--- config.mk ---
export PLATFORM = sky130hd
export DESIGN_NAME = round_robin_completion_times_core
export DESIGN_NICKNAME = d
export VERILOG_FILES = /design/src/design/rrct_pkg.sv /design/src/design/rrct_seq.sv /design/src/design/rrct_dp.sv /design/src/design/round_robin_completion_times_core.sv
export SDC_FILE = /design/constraint.sdc
export NUM_CORES = 1
export LEC_CHECK = 0
export BUFFER_PORTS_ARGS = -buffer_cell sky130_fd_sc_hd__buf_2
export CAP_MARGIN = 40
export CORE_ASPECT_RATIO = 0.8
export CORE_MARGIN = 2
export CORE_UTILIZATION = 60
export DETAILED_ROUTE_END_ITERATION = 10
export MAX_ROUTING_LAYER = met4
export PLACE_DENSITY = 0.8
export SKIP_LAST_GASP = 1
export SLEW_MARGIN = 20
export SYNTH_ARGS = -nofsm -noshare
export SYNTH_HDL_FRONTEND = slang
export SYNTH_SLANG_ARGS = --single-unit
--- constraint.sdc ---
create_clock -name clk -period 6.1 [get_ports clk]
set_input_delay 0.305 -clock clk [delete_from_list [all_inputs] [get_ports clk]]
set_output_delay 0.305 -clock clk [all_outputs]
set_load 0.01 [all_outputs]
--- src/design/rrct_pkg.sv ---
// Shared types, constants and the control store for the round-robin completion-time block.
// No dependencies; used by rrct_seq, rrct_dp and round_robin_completion_times_core.
`default_nettype none
package rrct_pkg;

	localparam int MaxProcs = 16;
	localparam int IdxW     = $clog2(MaxProcs);
	localparam int CntW     = $clog2(MaxProcs + 1);
	localparam int BurstW   = 16;
	localparam int RemW     = 17;
	localparam int QuantW   = 10;
	localparam int TimeW    = 21;
	localparam int IdW      = 5;
	localparam int PcW      = 3;
	localparam int CondW    = 3;

	localparam logic [QuantW-1:0] QUANTUM_RESET = QuantW'(10);
	localparam logic [TimeW-1:0]  TIME_MAX      = {TimeW{1'b1}};

	// Register map (byte address divided by four).
	localparam logic REG_QUANTUM = 1'b0;

	// Jump conditions.
	localparam logic [CondW-1:0] COND_ALWAYS    = 3'd0;
	localparam logic [CondW-1:0] COND_NOT_START = 3'd1;
	localparam logic [CondW-1:0] COND_CNT_ZERO  = 3'd2;
	localparam logic [CondW-1:0] COND_NOT_LIVE  = 3'd3;
	localparam logic [CondW-1:0] COND_REM_POS   = 3'd4;
	localparam logic [CondW-1:0] COND_OUT_BUSY  = 3'd5;
	localparam logic [CondW-1:0] COND_LIVE_ANY  = 3'd6;

	// Program steps.
	localparam logic [PcW-1:0] STEP_IDLE    = 3'd0;
	localparam logic [PcW-1:0] STEP_INIT    = 3'd1;
	localparam logic [PcW-1:0] STEP_VISIT   = 3'd2;
	localparam logic [PcW-1:0] STEP_CHECK   = 3'd3;
	localparam logic [PcW-1:0] STEP_EMIT    = 3'd4;
	localparam logic [PcW-1:0] STEP_ADVANCE = 3'd5;
	localparam logic [PcW-1:0] STEP_FINISH  = 3'd6;

	typedef struct packed {
		logic             in_ready;
		logic             op_init;
		logic             op_visit;
		logic             op_emit;
		logic             op_advance;
		logic             op_finish;
		logic [CondW-1:0] cond;
		logic [PcW-1:0]   target;
	} ctrl_word_t;

	typedef struct packed {
		logic start;
		logic cnt_zero;
		logic cur_live;
		logic rem_pos;
		logic out_busy;
		logic live_any;
	} dp_status_t;

	// Control store. When the condition holds the step counter jumps to the
	// target, otherwise it moves on to the next step.
	function automatic ctrl_word_t ctrl_rom(input logic [PcW-1:0] pc);
		ctrl_word_t w;
		w = '0;
		case (pc)
			STEP_IDLE: begin
				w.in_ready = 1'b1;
				w.cond     = COND_NOT_START;
				w.target   = STEP_IDLE;
			end
			STEP_INIT: begin
				w.op_init = 1'b1;
				w.cond    = COND_CNT_ZERO;
				w.target  = STEP_FINISH;
			end
			STEP_VISIT: begin
				w.op_visit = 1'b1;
				w.cond     = COND_NOT_LIVE;
				w.target   = STEP_ADVANCE;
			end
			STEP_CHECK: begin
				w.cond   = COND_REM_POS;
				w.target = STEP_ADVANCE;
			end
			STEP_EMIT: begin
				w.op_emit = 1'b1;
				w.cond    = COND_OUT_BUSY;
				w.target  = STEP_EMIT;
			end
			STEP_ADVANCE: begin
				w.op_advance = 1'b1;
				w.cond       = COND_LIVE_ANY;
				w.target     = STEP_VISIT;
			end
			STEP_FINISH: begin
				w.op_finish = 1'b1;
				w.cond      = COND_ALWAYS;
				w.target    = STEP_IDLE;
			end
			default: begin
				w.cond   = COND_ALWAYS;
				w.target = STEP_IDLE;
			end
		endcase
		return w;
	endfunction

endpackage
`default_nettype wire

--- src/design/rrct_seq.sv ---
// Step counter and condition select of the microcoded sequencer.
// Depends on rrct_pkg for the control store and the status and control types.
`default_nettype none
module rrct_seq (
	input  wire                  clk,
	input  wire                  arst_n,
	input  rrct_pkg::dp_status_t status,
	output rrct_pkg::ctrl_word_t ctrl
);
	import rrct_pkg::*;

	logic [PcW-1:0] pc_q;
	logic           take;

	assign ctrl = ctrl_rom(pc_q);

	always_comb begin
		case (ctrl.cond)
			COND_ALWAYS:    take = 1'b1;
			COND_NOT_START: take = !status.start;
			COND_CNT_ZERO:  take = status.cnt_zero;
			COND_NOT_LIVE:  take = !status.cur_live;
			COND_REM_POS:   take = status.rem_pos;
			COND_OUT_BUSY:  take = status.out_busy;
			COND_LIVE_ANY:  take = status.live_any;
			default:        take = 1'b1;
		endcase
	end

	always_ff @(posedge clk or negedge arst_n) begin
		if (!arst_n) begin
			pc_q <= STEP_IDLE;
		end else if (take) begin
			pc_q <= ctrl.target;
		end else begin
			pc_q <= pc_q + PcW'(1);
		end
	end

endmodule
`default_nettype wire

--- src/design/rrct_dp.sv ---
// Datapath: remaining-time store, live mask, serve pointer, elapsed time and result register.
// Depends on rrct_pkg; driven by the control word from rrct_seq.
`default_nettype none
module rrct_dp (
	input  wire                          clk,
	input  wire                          arst_n,
	input  rrct_pkg::ctrl_word_t         ctrl,
	output rrct_pkg::dp_status_t         status,
	input  wire [rrct_pkg::QuantW-1:0]   quantum_eff,
	input  wire                          in_valid,
	input  wire [rrct_pkg::BurstW-1:0]   in_burst,
	input  wire                          in_last,
	output logic                         out_valid,
	input  wire                          out_ready,
	output logic [rrct_pkg::IdW-1:0]     out_id,
	output logic [rrct_pkg::TimeW-1:0]   out_time,
	output logic                         out_drop,
	output logic                         out_last
);
	import rrct_pkg::*;

	logic signed [RemW-1:0] rem_mem [MaxProcs];
	logic [MaxProcs-1:0]    live_q;
	logic [CntW-1:0]        count_q;
	logic [IdxW-1:0]        ptr_q;
	logic [TimeW-1:0]       elapsed_q;
	logic                   drop_q;

	logic                   load;
	logic signed [RemW-1:0] rem_cur;
	logic signed [RemW-1:0] rem_sub;
	logic [TimeW:0]         elapsed_sum;
	logic [MaxProcs-1:0]    ptr_bit;
	logic [MaxProcs-1:0]    live_init;
	logic                   cur_live;
	logic                   rem_pos;
	logic                   out_busy;
	logic                   do_visit;
	logic                   do_emit;
	logic [CntW-1:0]        ptr_next;

	assign load     = ctrl.in_ready && in_valid;
	assign rem_cur  = rem_mem[ptr_q];
	assign rem_sub  = rem_cur - $signed({{(RemW-QuantW){1'b0}}, quantum_eff});
	assign elapsed_sum = {1'b0, elapsed_q} + (TimeW+1)'(quantum_eff);
	assign ptr_bit  = MaxProcs'(1) << ptr_q;
	assign cur_live = |(live_q & ptr_bit);
	assign rem_pos  = rem_cur > 0;
	assign out_busy = out_valid && !out_ready;
	assign do_visit = ctrl.op_visit && cur_live && rem_pos;
	assign do_emit  = ctrl.op_emit && !out_busy;
	assign ptr_next = CntW'(ptr_q) + CntW'(1);

	always_comb begin
		for (int k = 0; k < MaxProcs; k++) begin
			live_init[k] = CntW'(k) < count_q;
		end
	end

	assign status.start    = load && in_last;
	assign status.cnt_zero = count_q == '0;
	assign status.cur_live = cur_live;
	assign status.rem_pos  = rem_pos;
	assign status.out_busy = out_busy;
	assign status.live_any = |live_q;

	// Remaining times have no reset; only loaded entries are ever visited.
	always_ff @(posedge clk) begin
		if (load && count_q < CntW'(MaxProcs)) begin
			rem_mem[count_q[IdxW-1:0]] <= $signed({1'b0, in_burst});
		end else if (do_visit) begin
			rem_mem[ptr_q] <= rem_sub;
		end
	end

	always_ff @(posedge clk or negedge arst_n) begin
		if (!arst_n) begin
			live_q    <= '0;
			count_q   <= '0;
			ptr_q     <= '0;
			elapsed_q <= '0;
			drop_q    <= 1'b0;
		end else begin
			if (load) begin
				if (count_q < CntW'(MaxProcs)) begin
					count_q <= count_q + CntW'(1);
				end else begin
					drop_q <= 1'b1;
				end
			end
			if (ctrl.op_init) begin
				live_q    <= live_init;
				ptr_q     <= '0;
				elapsed_q <= '0;
			end
			if (do_visit) begin
				elapsed_q <= elapsed_sum[TimeW] ? TIME_MAX : elapsed_sum[TimeW-1:0];
			end
			if (do_emit) begin
				live_q <= live_q & ~ptr_bit;
			end
			if (ctrl.op_advance) begin
				ptr_q <= (ptr_next < count_q) ? ptr_next[IdxW-1:0] : '0;
			end
			if (ctrl.op_finish) begin
				live_q  <= '0;
				count_q <= '0;
				ptr_q   <= '0;
				drop_q  <= 1'b0;
			end
		end
	end

	// Result register: the sequencer waits on the emit step while it is full.
	always_ff @(posedge clk or negedge arst_n) begin
		if (!arst_n) begin
			out_valid <= 1'b0;
		end else if (do_emit) begin
			out_valid <= 1'b1;
		end else if (out_ready) begin
			out_valid <= 1'b0;
		end
	end

	always_ff @(posedge clk) begin
		if (do_emit) begin
			out_id   <= IdW'(ptr_q) + IdW'(1);
			out_time <= elapsed_q;
			out_drop <= drop_q;
			out_last <= (live_q & ~ptr_bit) == '0;
		end
	end

endmodule
`default_nettype wire

--- src/design/round_robin_completion_times_core.sv ---
// Top level of the round-robin completion-time block: register port, sequencer and datapath.
// Depends on rrct_pkg, rrct_seq and rrct_dp.
`default_nettype none
// Burst times stream in on the slave side, one transaction per cycle, and are stored as
// processes 1 to 16 in arrival order; further loads are dropped and reported through the
// overflowed bit. The transaction with tlast set is handled the same way and starts a round-robin run,
// during which no input is taken. A short microprogram walks the stored processes over a
// single datapath: a visit to a live process runs the visit, check and advance steps, a
// completion adds an emit step to deliver its result, a visit to a finished slot runs the
// visit and advance steps only, and the run opens with init and closes with finish. Results
// leave in completion order through an output register, with tlast on the final completion;
// the walk stalls only when a result is waiting in that register. Quantum lies at byte
// address 0; a value of zero acts as one. Write it only while the block is idle.
module round_robin_completion_times_core (
	input  wire         clk,
	input  wire         arst_n,
	input  wire         psel,
	input  wire         penable,
	input  wire         pwrite,
	input  wire  [2:0]  paddr,
	input  wire  [31:0] pwdata,
	output logic [31:0] prdata,
	output logic        pready,
	input  wire         s_tvalid,
	output logic        s_tready,
	input  wire  [15:0] s_tdata,   // [15:0] burst_time
	input  wire         s_tlast,   // last_item
	output logic        m_tvalid,
	input  wire         m_tready,
	output logic [31:0] m_tdata,   // [4:0] process_id, [25:5] completion_time, [26] overflowed
	output logic        m_tlast    // last_done
);
	import rrct_pkg::*;

	logic [QuantW-1:0] quantum_q;
	logic [QuantW-1:0] quantum_eff;
	ctrl_word_t        ctrl;
	dp_status_t        status;
	logic [IdW-1:0]    out_id;
	logic [TimeW-1:0]  out_time;
	logic              out_drop;

	assign pready = 1'b1;

	always_ff @(posedge clk or negedge arst_n) begin
		if (!arst_n) begin
			quantum_q <= QUANTUM_RESET;
		end else if (psel && penable && pwrite && paddr[2] == REG_QUANTUM) begin
			quantum_q <= pwdata[QuantW-1:0];
		end
	end

	always_comb begin
		prdata = '0;
		if (paddr[2] == REG_QUANTUM) begin
			prdata = 32'(quantum_q);
		end
	end

	assign quantum_eff = (quantum_q == '0) ? QuantW'(1) : quantum_q;
	assign s_tready    = ctrl.in_ready;
	assign m_tdata     = {5'b0, out_drop, out_time, out_id};

	rrct_seq u_seq (
		.clk    (clk),
		.arst_n (arst_n),
		.status (status),
		.ctrl   (ctrl)
	);

	rrct_dp u_dp (
		.clk         (clk),
		.arst_n      (arst_n),
		.ctrl        (ctrl),
		.status      (status),
		.quantum_eff (quantum_eff),
		.in_valid    (s_tvalid),
		.in_burst    (s_tdata),
		.in_last     (s_tlast),
		.out_valid   (m_tvalid),
		.out_ready   (m_tready),
		.out_id      (out_id),
		.out_time    (out_time),
		.out_drop    (out_drop),
		.out_last    (m_tlast)
	);

endmodule
`default_nettype wire

* Word-level counts from Yosys, hierarchy flattened *
Memories as Yosys holds them, arrays and structs flattened.
Cells that the tools add are included.

cells by class
  add/subtract/negate cells = 5
  $lt $le $gt $ge = 19
  equality and inequality tests = 13
  shifts and indexed selects = 1
  mux-type cells = 37
  bitwise logic cells = 4
  reduce and logical (&&, ||, !) cells = 29

operators by type and width
  operator                                                    count
  2-to-1 mux 21 bit                                           3
  2-to-1 mux 16 bit                                           3
  less-than comparator 4 x 5 -> 1 bit (first input constant)  8
  case mux 6 bit (6 select lines)                             1
  bitwise AND 16 bit                                          2
  OR reduction 16 bit                                         2
  adder 21 x 10 -> 22 bit                                     1
  less-than comparator 3 x 5 -> 1 bit (first input constant)  4
  2-to-1 mux 10 bit                                           2
  2-to-1 mux 4 bit                                            5
  equality test 3 bit (second input constant)                 6
  > comparator 17 x 1 -> 1 bit (second input constant)        1
  2-to-1 mux 1 bit                                            17
  2-to-1 mux 17 bit                                           1
  OR reduction 17 bit                                         1
  subtractor 17 x 11 -> 17 bit                                1
  logical NOT 16 bit                                          1
  NOT 16 bit                                                  1
  left shift 1 x 4 -> 16 bit (first input constant)           1
  2-to-1 mux 5 bit                                            3
  equality test 3 x 2 -> 1 bit (second input constant)        4
  logical AND 1 bit                                           10
  logical NOT 10 bit                                          1
  less-than comparator 1 x 5 -> 1 bit (first input constant)  2
  other kinds (17)                                            27

word-level totals
  register bits after elaboration = 89
  memory bits (writable) = 272
  input bits = 59
  output and inout bits = 68
  logic and storage cells = 121
  memories = 1

memory list
  memory        depth  bits a word  read ports  clocked after memory_dff  write ports  line           source
  u_dp.rem_mem  16     17           1           0                         1            rrct_dp.sv:22  logic signed [RemW-1:0] rem_mem [MaxProcs];

* Longest topological paths before layout *
  word-level depth = 10
  gate-level depth with buffers = 17
  depth with buffers taken out = 14

* Cells and area by module *
From an unflattened synthesis, not the netlist that was laid out.

unflattened totals
  cell total of the unflattened synthesis = 1139
  area total of the unflattened synthesis = 16728.5 um^2

modules (own cells, without submodules)
  module                             instances  cells each  area an instance (um^2)  sequential area each (um^2)
  rrct_dp                            1          1018        15537.4                  10209.8
  round_robin_completion_times_core  1          77          787.0                    252.7
  rrct_seq                           1          44          404.1                    75.1

* Worst setup path after synthesis *
OpenSTA, ideal clock, no wires.

  kind = register -> register
  start = register u_dp.ptr_q[1]
  end = memory u_dp.rem_mem[0][0], enable pin
  setup time = 397 ps
  data arrival time = 4113 ps
  data required time = 5703 ps
  setup slack = 1591 ps
  cell stages (with the launch flop) = 14
  path buffers = 4
  clock period less this slack = 4509 ps
  path through = dfrtp_1 > inv_1 > clkbuf_1 > buf_1 > ha_1 > clkbuf_1 > a22o_1 > nand2_1 > a31oi_1 > o31ai_1 > a311oi_4 > buf_2 > nand4_1 > a21oi_1

on the way
  longest elaborated chain between the ends = 10
  elaborated cells between the ends (all ways) = 13
  those cells by class = order compare: 1; shift: 1; mux: 5; bitwise: 1; reduce/logical: 4; memory: 1

ends and longest elaborated chain
  element                                                        line            source
  start, declared                                                rrct_dp.sv:25   logic [IdxW-1:0] ptr_q;
  start signal, assigned                                         rrct_dp.sv:103  ptr_q <= (ptr_next < count_q) ? ptr_next[IdxW-1:0] : '0;
  branches (longest 10 deep; another with memory (16 x 17 bit))  n/a
  end, declared                                                  rrct_dp.sv:22

Parallel ways; which one is timed is not known.

* Final worst setup path *
  start = register u_dp.ptr_q[0]
  end = memory u_dp.rem_mem[15][11], enable pin

The elaborated chain is that of the path after synthesis.

==> reports/results.tsv <==
metric	value	unit
outcome	complete, no violations	
Seq cells post-synth	361	
vias in the first global route	10600	
routability cong.	0.907	
CTS root buf	clkbuf_16	
Pwr per Cell Area	379	mW/mm^2
Detailed Route WL	41.1	mm
Worst Setup End Kind	register	
Post-Place Cells	1548	
Worst EP arrival	5.35	ns
largest net degree at the start of global routing	62	
Seq pwr share	44.3	%
fin util	68.4	%
Worst Path Required	6.31	ns
Switching Fraction	31.1	%
post_cts resized	0	
post-detailed-route DRC marker count	0	
worst min path class	input port to register	
DRT antenna net count	0	
Post-synth EDFFs	300	
Starting DRT DRC Count	1340	
Final Hold Violating Endpoints	0	
most used flip-flop cell after synthesis	edfxtp_1	
Tightest Pin Transition	0.870	ns
final-report setup violation count	0	
fraction of registers with async set/reset	16.9	%
critical path fanouts, max	29	
Final HPWL DP	27.2	mm
Setup Fix Bufs, Post-CTS	0	
Antenna diodes	0	
number of cell rows	54	
WL/cell	25.5	um
Ports	127	
unrepaired setup endpoints after global routing	no	
via count	10800	
total global routing overflow	0	
total CTS buffers	36	
Max-slew headroom	40.5	%
Initial Utilization	61.3	%
I/O Buffers	74	
Tmin final	5.14	ns
initial antenna violation count	0	
commonest cells after routing, fill and taps aside	edfxtp_1, mux4_2, buf_2	
Die Wd	191	um
Gate Count Post-Synth	1134	
latest clock arrival within the worst-skew pair	0.53	ns
Max Slew Vio Count	0	
Seq/Total Area, Yosys	62.7	%
clk buf depth	3	
floorplan core area	0.0274	mm^2
post-route insts no fill	1612	
H-tree Lvls	2	
Vias/cell	6.67	
combinational share of power	26.0	%
skew final	0.0211	ns
Netlist cell types	73	
Die Ht	154	um
most common cell after layout, fill and taps aside	edfxtp_1	
full die area	0.0294	mm^2
warnings from Yosys	0	
Critical Path Start Type	register	
critical path type	register to register	
Sw Pwr	2210	uW
post-synth top area share	53.6	%
Peak VDD IR	0.283	mV
Area Growth Syn to Fin	11.7	%
FMAX	194	MHz
CTS tree	yes	
clock sinks	361	
TritonRoute pass-1 iters	5	
Cell Area, Synth	0.0168	mm^2
first-pass GRT wire length	63.1	mm
Final nets	1324	
Leak Pwr	0.00653	uW
layout cell share with drive strength beyond 1	24.4	%
clk slew on worst S/H paths	0.06	ns
Pint	4900	uW
GRT Total Usage	29.7	%
mean post-synth cell area	14.8	um^2
Area contributors post-synth	edfxtp_1, mux4_2, dfrtp_1	
Setup TNS Final	0	ns
Tcrit/Tclk final	84.3	%
max cap viols	0	
leading area contributor after synthesis	edfxtp_1	
Clk pwr share	29.7	%
registers in the layout, indices dropped and copies added (netlist names):
| signal | cells |
|---|---|
| u_dp.out_last | 1 |
| u_dp.out_id | 5 |
| u_dp.drop_q | 1 |
| u_dp.elapsed_q | 21 |
| u_dp.count_q | 5 |
| u_dp.out_valid | 1 |
| u_seq.pc_q | 3 |
| u_dp.out_time | 21 |
| u_dp.ptr_q | 4 |
| u_dp.rem_mem | 272 |
| u_dp.out_drop | 1 |
| quantum_q | 10 |
| u_dp.live_q | 16 |
power by group through the flow:
| stage | combinational, uW | sequential [uW] | clock, uW |
|---|---|---|---|
| finish | 1850 | 3150 | 2110 |
| global placement | 1760 | 3180 | 0 |
| CTS | 1820 | 3140 | 2130 |
| detailed placement | 1800 | 3190 | 0 |
| floorplan | 1300 | 3150 | 0 |
| global route | 2010 | 3170 | 2230 |
kinds of logic after synthesis:
logic type                 Yosys count  share of synthesized area, %
adders and majority gates           40                          3.07
muxes                              118                          13.4
other                                2                        0.0447
and+or+nand+nor                    235                          6.85
xor gates and xnor gates            23                          1.20
DFF                                361                          62.7
AOI/OAI and AO/OA                  226                          8.85
buffers and inverters              129                          3.94
synthesized netlist by cell type (19+ instances only):
cell and instances:
a31oi_1 21, o21ai_0 38, a21oi_1 75, nand2_1 61, buf_4 35, edfxtp_1 300, nor3_1 20, nor2_1 63
clkbuf_1 36, dfrtp_1 59, xnor2_1 21, mux2_2 19, inv_1 35, mux4_2 79, ha_1 38
worst max-delay path, cell delays in order, from the launching register on:
cell	delay [ns]
dfrtp_4	0.66
buf_12	0.30
buf_4	0.33
mux4_2	0.54
mux2_2	0.30
or3_4	0.37
a211oi_4	0.36
a311o_1	0.46
o21ai_0	0.36
a21oi_2	0.78
buf_4	0.34
repair_timing:
action / CTS / global route
setup endpoints to repair: 0 / 0
hold buffers: 1 / 1
hold endpoints to repair: 1 / 59
routing by layer:
layer	vias to the layer above	global-route usage (%)	part of all wire, %
met5	-	-	0
met4	0	9.56	3.3
met3	112	5.41	10
met2	692	45.0	47
met1	5377	41.5	39
li1	4576	-	-
stage by stage:
| step | power (uW) | hold slack, ns | setup WS, ns | instance area [um^2] |
|---|---|---|---|---|
| after floorplan | 4450 | 0.00941 | 1.59 | 16900 |
| after global placement | 4940 | 0.452 | 1.07 | 17600 |
| after detailed placement | 4990 | 0.451 | 1.04 | 17600 |
| after CTS | 7090 | 0.00121 | 1.00 | 18700 |
| after global routing | 7410 | 0.00249 | 0.768 | 18800 |
| final | 7110 | 0.00967 | 0.959 | 18800 |
layout make-up:
type	count	area, um^2
clock buffers	44	931
flip-flops and latches	361	10500
repair buffers	118	759
inverters	38	143
multi-input cells	670	5770
fillers	1814	8660
well taps	364	455
clock inverters	17	168
path summary, 6_finish.rpt:
path | cells after the start | slack, ns | endpoint | from
max | 10 | 0.96 | u_dp.rem_mem[15][11] | u_dp.ptr_q[0]
min | 2 | 0.01 | quantum_q[0] | pwdata[0]
max reg2reg | 10 | 0.96 | u_dp.rem_mem[15][11] | u_dp.ptr_q[0]
min reg2reg | 0 | 0.47 | u_dp.out_drop | u_dp.drop_q
max in group asynchronous | 4 | 5.32 | quantum_q[3] | arst_n
min in group asynchronous | 3 | 0.22 | u_dp.live_q[7] | arst_n
Power figures use the tool's default switching activity.
